**config.mk**
```make
export PLATFORM = sky130hd
export DESIGN_NAME = stx_etx_xor_framer_deframer_core
export DESIGN_NICKNAME = d
export VERILOG_FILES = /design/src/rtl/core/sxf_pkg.sv /design/src/rtl/core/stx_etx_xor_framer_deframer_core.sv
export SDC_FILE = /design/constraint.sdc
export NUM_CORES = 1
export LEC_CHECK = 0
export BUFFER_PORTS_ARGS = -buffer_cell sky130_fd_sc_hd__buf_2
export CORE_ASPECT_RATIO = 2
export CORE_UTILIZATION = 60
export DETAILED_ROUTE_END_ITERATION = 6
export PLACE_DENSITY = 0.87
export SLEW_MARGIN = 20
export SYNTH_ARGS = -nofsm -noshare
export SYNTH_HDL_FRONTEND = slang
export SYNTH_SLANG_ARGS = --single-unit
```
**constraint.sdc**
```tcl
create_clock -name clk -period 3.9 [get_ports clk]
set_input_delay 0.78 -clock clk [delete_from_list [all_inputs] [get_ports clk]]
set_output_delay 0.78 -clock clk [all_outputs]
set_load 0.1 [all_outputs]
```
**src/rtl/core/sxf_pkg.sv**
```systemverilog
// constants and types shared by the stx/etx framer and deframer core
// no dependencies
`default_nettype none

package sxf_pkg;

	// framing bytes and length rules
	localparam logic [7:0] STX_BYTE      = 8'h02;
	localparam logic [7:0] ETX_BYTE      = 8'h03;
	localparam logic [7:0] LEN_OVERHEAD  = 8'd4;
	localparam logic [7:0] MIN_RX_LENGTH = 8'd5;

	// deepest run of results one item can cause
	localparam int unsigned MAX_RESULTS = 5;
	localparam int unsigned RES_IDX_W   = $clog2(MAX_RESULTS);

	// input selector
	typedef enum logic {
		OP_TX_PAYLOAD = 1'b0,
		OP_RX_LINE    = 1'b1
	} op_t;

	// result kind
	typedef enum logic [1:0] {
		KIND_TX_BYTE    = 2'd0,
		KIND_RX_PAYLOAD = 2'd1,
		KIND_RX_END     = 2'd2
	} kind_t;

	// deframer phase; the spare code hunts like RX_HUNT
	typedef enum logic [1:0] {
		RX_HUNT   = 2'd0,
		RX_LENGTH = 2'd1,
		RX_BODY   = 2'd2,
		RX_SPARE  = 2'd3
	} rx_phase_t;

endpackage

`default_nettype wire

```
**src/rtl/core/stx_etx_xor_framer_deframer_core.sv**
```systemverilog
// stx/etx framer and deframer core with length byte and xor checksum
// depends on sxf_pkg
`default_nettype none

// An item is taken into an input register, worked through in one pass of
// logic, and its results (none to five) are loaded into a burst register
// that drives the master side one result per cycle while m_tready is high;
// an item with one result or none moves at one item per cycle unless the
// master side stalls; one with more results holds that side until its
// last is taken, as there is one result port. The next item is taken
// while the last result of the previous one still waits. Transmit items
// (tuser 0) carry a payload byte in tdata[7:0], the frame's payload count in
// tdata[15:8] (read with the first byte) and the final-byte mark on tlast;
// the frame goes out as STX, length, payload (toggle bit ORed into the first
// byte), ETX and the xor checksum. Receive items (tuser 1) carry one line
// byte; payload bytes come out with kind 1 and the frame end with kind 2 and
// its checksum and short-length flags. tlast marks the final result of the
// run caused by one item.
module stx_etx_xor_framer_deframer_core
	import sxf_pkg::*;
(
	input  wire logic        clk,
	input  wire logic        arst_n,
	// slave side
	input  wire logic        s_tvalid,
	output logic             s_tready,
	input  wire logic [15:0] s_tdata,   // [7:0] data_byte, [15:8] payload_count
	input  wire logic        s_tuser,   // [0] op
	input  wire logic        s_tlast,   // last_payload
	// master side
	output logic             m_tvalid,
	input  wire logic        m_tready,
	output logic [15:0] m_tdata,   // [7:0] out_byte, [8] checksum_ok, [9] bad_length
	output logic [1:0]  m_tuser,   // [1:0] kind
	output logic        m_tlast    // last
);

	// input register
	logic       valid_s1;
	op_t        op_s1;
	logic [7:0] byte_s1;
	logic [7:0] count_s1;
	logic       lastp_s1;

	// framer and deframer state
	logic       toggle_q;
	logic       tx_started_q;
	logic [7:0] tx_chk_q;
	rx_phase_t  rx_phase_q;
	logic [7:0] rx_len_q;
	logic [7:0] rx_idx_q;
	logic [7:0] rx_chk_q;

	// burst register
	logic                 valid_s2;
	logic [7:0]           bytes_s2 [MAX_RESULTS];
	logic [RES_IDX_W-1:0] last_idx_s2;
	logic [RES_IDX_W-1:0] idx_q;
	kind_t                kind_s2;
	logic                 ok_s2;
	logic                 bad_s2;

	// next state and burst from the single pass
	logic                 toggle_d;
	logic                 tx_started_d;
	logic [7:0]           tx_chk_d;
	rx_phase_t            rx_phase_d;
	logic [7:0]           rx_len_d;
	logic [7:0]           rx_idx_d;
	logic [7:0]           rx_chk_d;
	logic [7:0]           bytes_d [MAX_RESULTS];
	logic [RES_IDX_W:0]   n_d;
	kind_t                kind_d;
	logic                 ok_d;
	logic                 bad_d;

	logic s2_done;
	logic advance;

	// handshake
	assign s2_done  = valid_s2 && m_tready && (idx_q == last_idx_s2);
	assign advance  = valid_s1 && (!valid_s2 || s2_done);
	assign s_tready = !valid_s1 || advance;

	// single pass over the held item
	always_comb begin
		logic [7:0] len_tx;
		logic [7:0] b_tx;
		logic [7:0] chk_tx;
		logic [8:0] idx_p2;
		toggle_d     = toggle_q;
		tx_started_d = tx_started_q;
		tx_chk_d     = tx_chk_q;
		rx_phase_d   = rx_phase_q;
		rx_len_d     = rx_len_q;
		rx_idx_d     = rx_idx_q;
		rx_chk_d     = rx_chk_q;
		for (int i = 0; i < MAX_RESULTS; i++) begin
			bytes_d[i] = 8'h00;
		end
		n_d    = '0;
		kind_d = KIND_TX_BYTE;
		ok_d   = 1'b0;
		bad_d  = 1'b0;
		len_tx = count_s1 + LEN_OVERHEAD;
		b_tx   = tx_started_q ? byte_s1 : (byte_s1 | {7'd0, toggle_q});
		chk_tx = (tx_started_q ? tx_chk_q : len_tx) ^ b_tx;
		idx_p2 = {1'b0, rx_idx_q} + 9'd2;

		if (op_s1 == OP_TX_PAYLOAD) begin
			// frame header only on the first byte
			tx_chk_d     = chk_tx;
			tx_started_d = 1'b1;
			if (!tx_started_q) begin
				bytes_d[0] = STX_BYTE;
				bytes_d[1] = len_tx;
				bytes_d[2] = b_tx;
				bytes_d[3] = ETX_BYTE;
				bytes_d[4] = chk_tx;
				n_d        = lastp_s1 ? (RES_IDX_W+1)'(5) : (RES_IDX_W+1)'(3);
			end else begin
				bytes_d[0] = b_tx;
				bytes_d[1] = ETX_BYTE;
				bytes_d[2] = chk_tx;
				n_d        = lastp_s1 ? (RES_IDX_W+1)'(3) : (RES_IDX_W+1)'(1);
			end
			// frame close
			if (lastp_s1) begin
				tx_started_d = 1'b0;
				toggle_d     = !toggle_q;
			end
		end else begin
			case (rx_phase_q)
				RX_LENGTH: begin
					rx_len_d = byte_s1;
					rx_chk_d = byte_s1;
					rx_idx_d = 8'd2;
					if (byte_s1 < MIN_RX_LENGTH) begin
						kind_d     = KIND_RX_END;
						bad_d      = 1'b1;
						n_d        = (RES_IDX_W+1)'(1);
						rx_phase_d = RX_HUNT;
					end else begin
						rx_phase_d = RX_BODY;
					end
				end
				RX_BODY: begin
					if (idx_p2 < {1'b0, rx_len_q}) begin
						rx_chk_d   = rx_chk_q ^ byte_s1;
						kind_d     = KIND_RX_PAYLOAD;
						bytes_d[0] = byte_s1;
						n_d        = (RES_IDX_W+1)'(1);
						rx_idx_d   = rx_idx_q + 8'd1;
					end else if (idx_p2 == {1'b0, rx_len_q}) begin
						// etx position, skipped
						rx_idx_d = rx_idx_q + 8'd1;
					end else begin
						kind_d     = KIND_RX_END;
						ok_d       = (rx_chk_q == byte_s1);
						n_d        = (RES_IDX_W+1)'(1);
						rx_phase_d = RX_HUNT;
					end
				end
				default: begin
					rx_phase_d = (byte_s1 == STX_BYTE) ? RX_LENGTH : RX_HUNT;
				end
			endcase
		end
	end

	// input register control
	always_ff @(posedge clk or negedge arst_n) begin
		if (!arst_n) begin
			valid_s1 <= 1'b0;
		end else if (s_tready) begin
			valid_s1 <= s_tvalid;
		end
	end

	// input register payload
	always_ff @(posedge clk) begin
		if (s_tready && s_tvalid) begin
			op_s1    <= op_t'(s_tuser);
			byte_s1  <= s_tdata[7:0];
			count_s1 <= s_tdata[15:8];
			lastp_s1 <= s_tlast;
		end
	end

	// state update as the item leaves the input register
	always_ff @(posedge clk or negedge arst_n) begin
		if (!arst_n) begin
			toggle_q     <= 1'b0;
			tx_started_q <= 1'b0;
			tx_chk_q     <= 8'h00;
			rx_phase_q   <= RX_HUNT;
			rx_len_q     <= 8'h00;
			rx_idx_q     <= 8'h00;
			rx_chk_q     <= 8'h00;
		end else if (advance) begin
			toggle_q     <= toggle_d;
			tx_started_q <= tx_started_d;
			tx_chk_q     <= tx_chk_d;
			rx_phase_q   <= rx_phase_d;
			rx_len_q     <= rx_len_d;
			rx_idx_q     <= rx_idx_d;
			rx_chk_q     <= rx_chk_d;
		end
	end

	// burst register control
	always_ff @(posedge clk or negedge arst_n) begin
		if (!arst_n) begin
			valid_s2 <= 1'b0;
			idx_q    <= '0;
		end else if (advance && (n_d != '0)) begin
			valid_s2 <= 1'b1;
			idx_q    <= '0;
		end else if (s2_done) begin
			valid_s2 <= 1'b0;
		end else if (valid_s2 && m_tready) begin
			idx_q <= idx_q + RES_IDX_W'(1);
		end
	end

	// burst register payload
	always_ff @(posedge clk) begin
		if (advance && (n_d != '0)) begin
			bytes_s2    <= bytes_d;
			last_idx_s2 <= RES_IDX_W'(n_d - (RES_IDX_W+1)'(1));
			kind_s2     <= kind_d;
			ok_s2       <= ok_d;
			bad_s2      <= bad_d;
		end
	end

	// master side
	assign m_tvalid = valid_s2;
	assign m_tdata  = {6'd0, bad_s2, ok_s2, bytes_s2[idx_q]};
	assign m_tuser  = kind_s2;
	assign m_tlast  = (idx_q == last_idx_s2);

endmodule

`default_nettype wire

```
======== Yosys cells after proc, flatten, opt, wreduce, memory -nomap -nowiden ========
Index checks and enable logic that the tools add are counted.
cells by class
  bitwise gates (word level) .............. 6
  add/subtract/negate cells ............... 5
  $lt $le $gt $ge ......................... 3
  eq/ne operators ......................... 11
  reductions and logical operators ........ 24
  mux-type cells .......................... 39
operators by type and width
  kind                                                                          count
  8-bit two-way mux                                                             10
  8-bit case mux with 2 select lines                                            2
  8-bit binary-select mux with 3-bit select                                     1
  24-bit two-way mux                                                            1
  3-bit two-way mux                                                             6
  8-bit XOR                                                                     2
  2-bit two-way mux                                                             7
  4-bit AND reduction                                                           3
  10-bit two-way mux                                                            1
  8-bit by 2-bit adder with 9-bit output, second input constant                 1
  9-bit by 8-bit == test with 1-bit output                                      1
  9-bit by 8-bit less-than comparator with 1-bit output                         1
  8-bit by 1-bit adder with 8-bit output, second input constant                 1
  8-bit by 3-bit adder with 8-bit output, second input constant                 1
  8-bit by 2-bit == test with 1-bit output, second input constant               1
  8-bit == test                                                                 1
  8-bit by 3-bit less-than comparator with 1-bit output, second input constant  1
  1-bit two-way mux                                                             8
  8-bit by 1-bit OR with 8-bit output                                           1
  2-bit case mux with 2 select lines                                            2
  2-bit != test, second input constant                                          3
  2-bit AND reduction                                                           3
  3-bit AND reduction                                                           2
  2-bit nonzero test                                                            3
  17 further kinds                                                              25
word-level totals
  output and inout port bits .............. 21
  logic and storage cells ................. 112
  register bits ........................... 106
  bits of input ports ..................... 22

======== Longest topological paths before layout ========
Gate-level depths: netlist (run 1).
  depth in word-level cells ............... 10
  gate-level depth with buffers ........... 11
  depth with buffers taken out ............ 11

======== Worst setup path after synthesis (run 1) ========
OpenSTA, ideal clock, no wires.
  path type ............................... register -> output
  start ................................... register idx_q[2]
  end ..................................... output m_tdata[2]
  stages on the path, launching flop included .. 6
  data arrival time ....................... 3.229 ns
  path buffers ............................ 2
  setup slack ............................. -0.109 ns
  data required time ...................... 3.120 ns
  cell sequence ........................... dfrtp_1 > buf_2 > buf_1 > nor2b_1 > a21oi_1 > o21ai_0
between the ends
  word-level cells in the longest chain between the ends .. 4
ends and longest elaborated chain
  what                                                   line                                     RTL
  start, declared                                        stx_etx_xor_framer_deframer_core.sv:58   logic [RES_IDX_W-1:0] idx_q;
  start signal, assigned                                 stx_etx_xor_framer_deframer_core.sv:222  idx_q <= idx_q + RES_IDX_W'(1);
  3-bit NOT with 4-bit output (not written as such)      stx_etx_xor_framer_deframer_core.sv:239  assign m_tdata = {6'd0, bad_s2, ok_s2, bytes_s2[idx_q]};
  8-bit binary-select mux with 3-bit select              stx_etx_xor_framer_deframer_core.sv:239
  8-bit two-way mux (not written as such) (2 in series)  stx_etx_xor_framer_deframer_core.sv:239
  end, declared                                          stx_etx_xor_framer_deframer_core.sv:33   output logic [15:0] m_tdata,
No other way between the ends. The select of a mux whose other input is x is not followed.

==> run summary, run 1 <==
Crit path largest cell delay: 0.56 ns
Critical Path RT: 3.97 ns
Clock Tree Buf Depth: 2
Synth warnings: 0
hold violation count in the final report: 0
pwr dens: 901 mW/mm^2
Total Power: 5.16 mW
area taken by multi-input logic gates: 0.00222 mm^2
CTS Buf Count: 9
DP Worst Slack: 0.593 ns
Data arrival, critical path: 3.46 ns
Tot GR Track Use: 27.4%
mapped cell area: 0.00519 mm^2
nets@finish: 535
Die ar.: 0.00905 mm^2
RSZ-0062 raised after global routing: no
Final Skew: 0.00675 ns
f_max: 295 MHz
most common cell in the netlist: edfxtp_1
Routed Wire Length: 10,900 um
Post-Layout Cell Count: 601
list of most frequent post-synthesis cells: 58 x edfxtp_1, 41 x dfrtp_1, 41 x nand2_1, 41 x nor2_1, 23 x xor2_1
CP max-delay cell: a21oi_1
routed vias/inst: 6.11
largest net degree at the start of global routing: 44
GR Overflow Total: 0
setup TNS: 0 ns
Initial DRT Pass Iterations: 5
dpl hpwl: 8100 um
Final period util: 86.9%
main area contributors after synthesis: edfxtp_1 34%, dfrtp_1 20%, xor2_1 3.9%, ha_1 3.6%, nand2_1 3.0%
post-synthesis cell count: 472
CTS tree: built
Worst-Margin Slew: 0.955 ns
Antenna Cells: 0
Setup Crit Path Kind: flop to flop
Final Util: 68.6%
CP Launch Type: flop
hold slack final: 0.488 ns
area leader, netlist: edfxtp_1
initial antenna violation count: 0
Placer Congestion: 0.865
CTS H-tree depth: 3
area fraction of the dominant cell type after synthesis: 33.5%
register area: 0.00277 mm^2
global-route wire length before repair: 17,900 um
antenna-violating nets left: 0
Max IR drop VDD: 0.000478 V
register area share after synthesis: 53.3%
PnR worst setup slack: 0.511 ns
die width: 67.8 um
Core Box Area: 0.00835 mm^2
CP bufs+invs: 0
Setup Viol. Count Final: 0
Worst-Skew Late Latency: 0.35 ns
Final Cell Area: 0.00573 mm^2
Initial DRC Count: 280
fill count: 603
placed cell area: 0.00540 mm^2
status: completed
worst-path fanout max: 7
Setup Fix Bufs, Post-CTS: 0
WL/cell: 18.2 um
Post-synth EDFFs: 58
mean area per synthesized cell: 11.0 um^2
Top cell by count, worst path: and3_1
CTS clk-pin slew, worst paths: 0.07 ns
Die H: 134 um
synth-to-layout area growth: 10.4%
I/O Pins: 43
clock sinks: 99
slew margin rel.: 36.4%
number of synthesized register bits: 99
Main synth FF type: edfxtp_1
IO buf count: 36
Initial Utilization: 62.2%
Clock Root Buffer: clkbuf_16
placed instance count: 585
Tmin final: 3.39 ns
Worst Hold Class: flop to flop
DR DRC count: 0
Worst setup EP type: flop
share of layout cells above drive strength 1: 17.7%
# rows: 47
CTS resizes: 0
delay-heaviest family, CP: simple AND/OR/NAND/NOR gates
count of different cell masters after synthesis: 61
Pleak: 2.33 nW
via count: 3,673
max-cap viol count: 0
Pins Over Slew Limit: 0
asr flop ratio synth: 41.4%
vias in the first global route: 3,725
CP cell instances: ha_1, and3_1, and3_1, xor2_1, ha_1, nand3_1, nor3_1, a2111oi_4, and3_1, a21oi_1, nor2b_1
CTS hold repair buffers: 0
## worst register-to-register path, cell delays in order, from the launching register on
cell and delay (ns):
dfrtp_1 0.45, ha_1 0.28, and3_1 0.21, and3_1 0.21, xor2_1 0.15, ha_1 0.33
nand3_1 0.15, nor3_1 0.29, a2111oi_4 0.14, and3_1 0.22, a21oi_1 0.56, nor2b_1 0.12
## cell usage in the layout (no fill, tap or decap), types with 19 or more instances in the layout
cell      Yosys  routed
nor2_1       41      41
edfxtp_1     58      58
a21oi_1      20      20
buf_2         2      36
dfrtp_1      41      41
nand3_1      19      19
inv_1        22      22
xor2_1       23      23
nand2_1      41      41
## registers in the layout, summed over array words and instances, names as in the netlist, 2 cells and up
register,count
m_tuser,2
idx_q,3
rx_chk_q,8
last_idx_s2,3
rx_idx_q,8
count_s1,8
bytes_s2,33
rx_len_q,8
rx_phase_q,2
byte_s1,8
tx_chk_q,8
## per-layer routing
metal / share of wire, % / up-vias / GRT usage [%]
li1: - / 1730 / -
met1: 33 / 1793 / 26.9
met2: 58 / 102 / 49.0
met3: 3.5 / 48 / 5.31
met4: 5.4 / 0 / 18.3
met5: 0 / - / 0
## area by class of cell
class | instances | share of cell area (%)
multi-input cells | 327 | 38.7
repair buffers | 38 | 3.62
well taps | 98 | 2.14
clock inverters | 7 | 1.77
clock buffers | 9 | 3.93
inverters | 23 | 1.51
flip-flops and latches | 99 | 48.3
## where the power goes
group / switching [mW] / internal [mW] / leakage (nW) / total (mW)
clock network: 0.394 / 0.566 / 0.152 / 0.960
registers: 0.380 / 1.50 / 1.05 / 1.88
logic: 1.61 / 0.706 / 1.12 / 2.32
total: 2.39 / 2.77 / 2.33 / 5.16
## cells by family (layout without fill, tap and decap cells)
group | after synthesis | after routing | synth area share, %
buf+inv | 51 | 77 | 4.31
compound gates | 91 | 91 | 12.5
other cells | 1 | 6 | 0.0722
mux | 21 | 21 | 4.75
xor+xnor | 39 | 39 | 6.72
fa+ha+maj | 15 | 15 | 3.61
simple gates | 155 | 155 | 14.8
flops | 99 | 99 | 53.3
## worst paths after layout
kind	startpoint	end	slack (ns)	cells past startpoint
worst max-delay path	rx_idx_q[2]	bytes_s2[32]	0.51	11
worst min register to register	toggle_q	toggle_q	0.49	1
min in group asynchronous	arst_n	rx_idx_q[5]	0.57	1
max in group asynchronous	arst_n	rx_chk_q[1]	2.73	1
worst max register to register	rx_idx_q[2]	bytes_s2[32]	0.51	11
worst min-delay path	toggle_q	toggle_q	0.49	1
Note: power is estimated with default switching activity, not from simulation.
==> run 2, diff against run 1 <==
--- a/config.mk
+++ b/config.mk
@@ -6,8 +6,10 @@
 export NUM_CORES = 1
 export LEC_CHECK = 0
 export BUFFER_PORTS_ARGS = -buffer_cell sky130_fd_sc_hd__buf_2
+export CELL_PAD_IN_SITES_DETAIL_PLACEMENT = 0
+export CELL_PAD_IN_SITES_GLOBAL_PLACEMENT = 2
 export CORE_ASPECT_RATIO = 2
-export CORE_UTILIZATION = 60
+export CORE_UTILIZATION = 40
 export DETAILED_ROUTE_END_ITERATION = 6
 export PLACE_DENSITY = 0.87
 export SLEW_MARGIN = 20
==> run 2 against run 1 <==
Worst hold slack better by 0.010 ns. Wire length is 3.6% higher. Sequential share of layout area shrank 1.0 points. Cell count is 9.2% higher. Global-route usage decreased by 8.8 points. First-iteration DRC count shrank 37%. Clock skew up 0.0017 ns. Register-to-register slack hardly changed. Maximum frequency about the same. Critical path depth down 1. Worst setup slack better by 0.00062 ns. Core utilization down 22 points. Critical path type unchanged.
==> run summary, run 2 (synthesis results as in run 1) <==
status: completed
Initial DRC Count: 176
pwr dens: 899 mW/mm^2
max FFs per register: 33
setup TNS: 0 ns
Initial Utilization: 41.1%
hold path depth: 1
Worst-Skew Late Latency: 0.34 ns
Critical Path RT: 3.98 ns
Setup Viol. Count Final: 0
Initial DRT Pass Iterations: 4
WL/cell: 17.3 um
Placer Congestion: 0.821
placed cell area: 0.00549 mm^2
CTS Buf Count: 9
Total Power: 5.27 mW
CTS clk-pin slew, worst paths: 0.07 ns
r2r setup slk: 0.51 ns
clock sinks: 99
Antenna Cells: 0
worst-path fanout max: 43
die width: 82.6 um
DP Worst Slack: 0.569 ns
PnR worst setup slack: 0.511 ns
GR Overflow Total: 0
Tmin final: 3.39 ns
largest net degree at the start of global routing: 44
Max IR drop VDD: 0.000526 V
f_max: 295 MHz
Worst Reg-to-Reg Cells: 10
synth-to-layout area growth: 12.8%
Most flops, register: bytes_s2
Pins Over Slew Limit: 0
CTS resizes: 0
RR Endpoint: bytes_s2[28]
Hold Crit Endpoint: tx_chk_q[5]
Routed Wire Length: 11,300 um
Final Cell Area: 0.00586 mm^2
I/O Pins: 43
Tot GR Track Use: 18.7%
Clock Tree Buf Depth: 2
Setup Crit Path Kind: flop to flop
initial antenna violation count: 0
Worst setup EP type: flop
slew margin rel.: 34.7%
Clock Root Buffer: clkbuf_16
routed vias/inst: 5.38
Die H: 163 um
Die ar.: 0.0135 mm^2
fill count: 1,203
max-cap viol count: 0
CP Launch Type: flop
Final period util: 86.9%
via count: 3,528
nets@finish: 538
Data arrival, critical path: 3.47 ns
hold violation count in the final report: 0
global-route wire length before repair: 18,100 um
RSZ-0062 raised after global routing: no
Pleak: 2.37 nW
hold_sp: tx_chk_q[5]
DR DRC count: 0
vias in the first global route: 3,591
Final Skew: 0.00846 ns
IO buf count: 36
Core Box Area: 0.0126 mm^2
CTS H-tree depth: 3
CTS hold repair buffers: 0
Worst-Margin Slew: 0.978 ns
commonest non-fill, non-tap cell in the layout: edfxtp_1
antenna-violating nets left: 0
most frequent cells in the layout: 58 x edfxtp_1, 41 x nand2_1, 41 x nor2_1, 41 x dfrtp_1, 36 x buf_2
dpl hpwl: 8750 um
Reg-to-Reg Start: rx_idx_q[1]
share of layout cells above drive strength 1: 18.2%
Worst Hold Class: flop to flop
# rows: 58
Setup Fix Bufs, Post-CTS: 0
CTS tree: built
hold slack final: 0.498 ns
[run 2: how the worst max path moves through the flow]
stage	from	to	slack, ns	cells past startpoint
2_1_floorplan	idx_q[0]	m_tdata[1]	0.004	4
3_3_place_gp	rx_idx_q[1]	bytes_s2[31]	0.67	11
3_5_place_dp	rx_idx_q[1]	bytes_s2[28]	0.57	10
4_1_cts	idx_q[1]	m_tdata[4]	0.47	4
5_1_grt	idx_q[1]	m_tdata[4]	0.33	4
6_report	rx_idx_q[1]	bytes_s2[28]	0.51	10
[run 2: final cells by class]
cell class | instances | area, um^2 | share of cell area, %
Tap cell | 150 | 188 | 3.21
Clock inverter | 7 | 139 | 2.37
Clock buffer | 9 | 225 | 3.85
Sequential cell | 99 | 2770 | 47.3
Inverter | 23 | 86.3 | 1.47
Multi-Input combinational cell | 327 | 2220 | 37.9
Timing Repair Buffer | 41 | 230 | 3.93
[run 2: power by group]
part | switching (mW) | internal (mW) | total [mW]
Sequential | 0.330 | 1.50 | 1.83
Combinational | 1.64 | 0.720 | 2.36
Clock | 0.377 | 0.691 | 1.07
[run 2: metrics by stage]
stage	instances	utilization (%)
floorplan	477	-
finish	656	46.4
global placement	640	43.5
detailed placement	640	43.5
CTS	656	46.4
global route	656	46.4
[run 2: worst max-delay path: stages, from the launching register on]
cell      delay (ns)
dfrtp_1         0.44
ha_1            0.29
and3_1          0.22
and3_1          0.21
xor2_1          0.15
ha_1            0.32
nand3_1         0.14
nor4b_2         0.52
o221ai_1        0.34
o21ba_2         0.30
buf_12          0.18
[run 2: routing by layer]
metal	GRT usage (%)	wire length (um)
met2	38.1	7000
met5	0	0
met3	3.24	272
met1	16.5	3720
met4	7.99	346
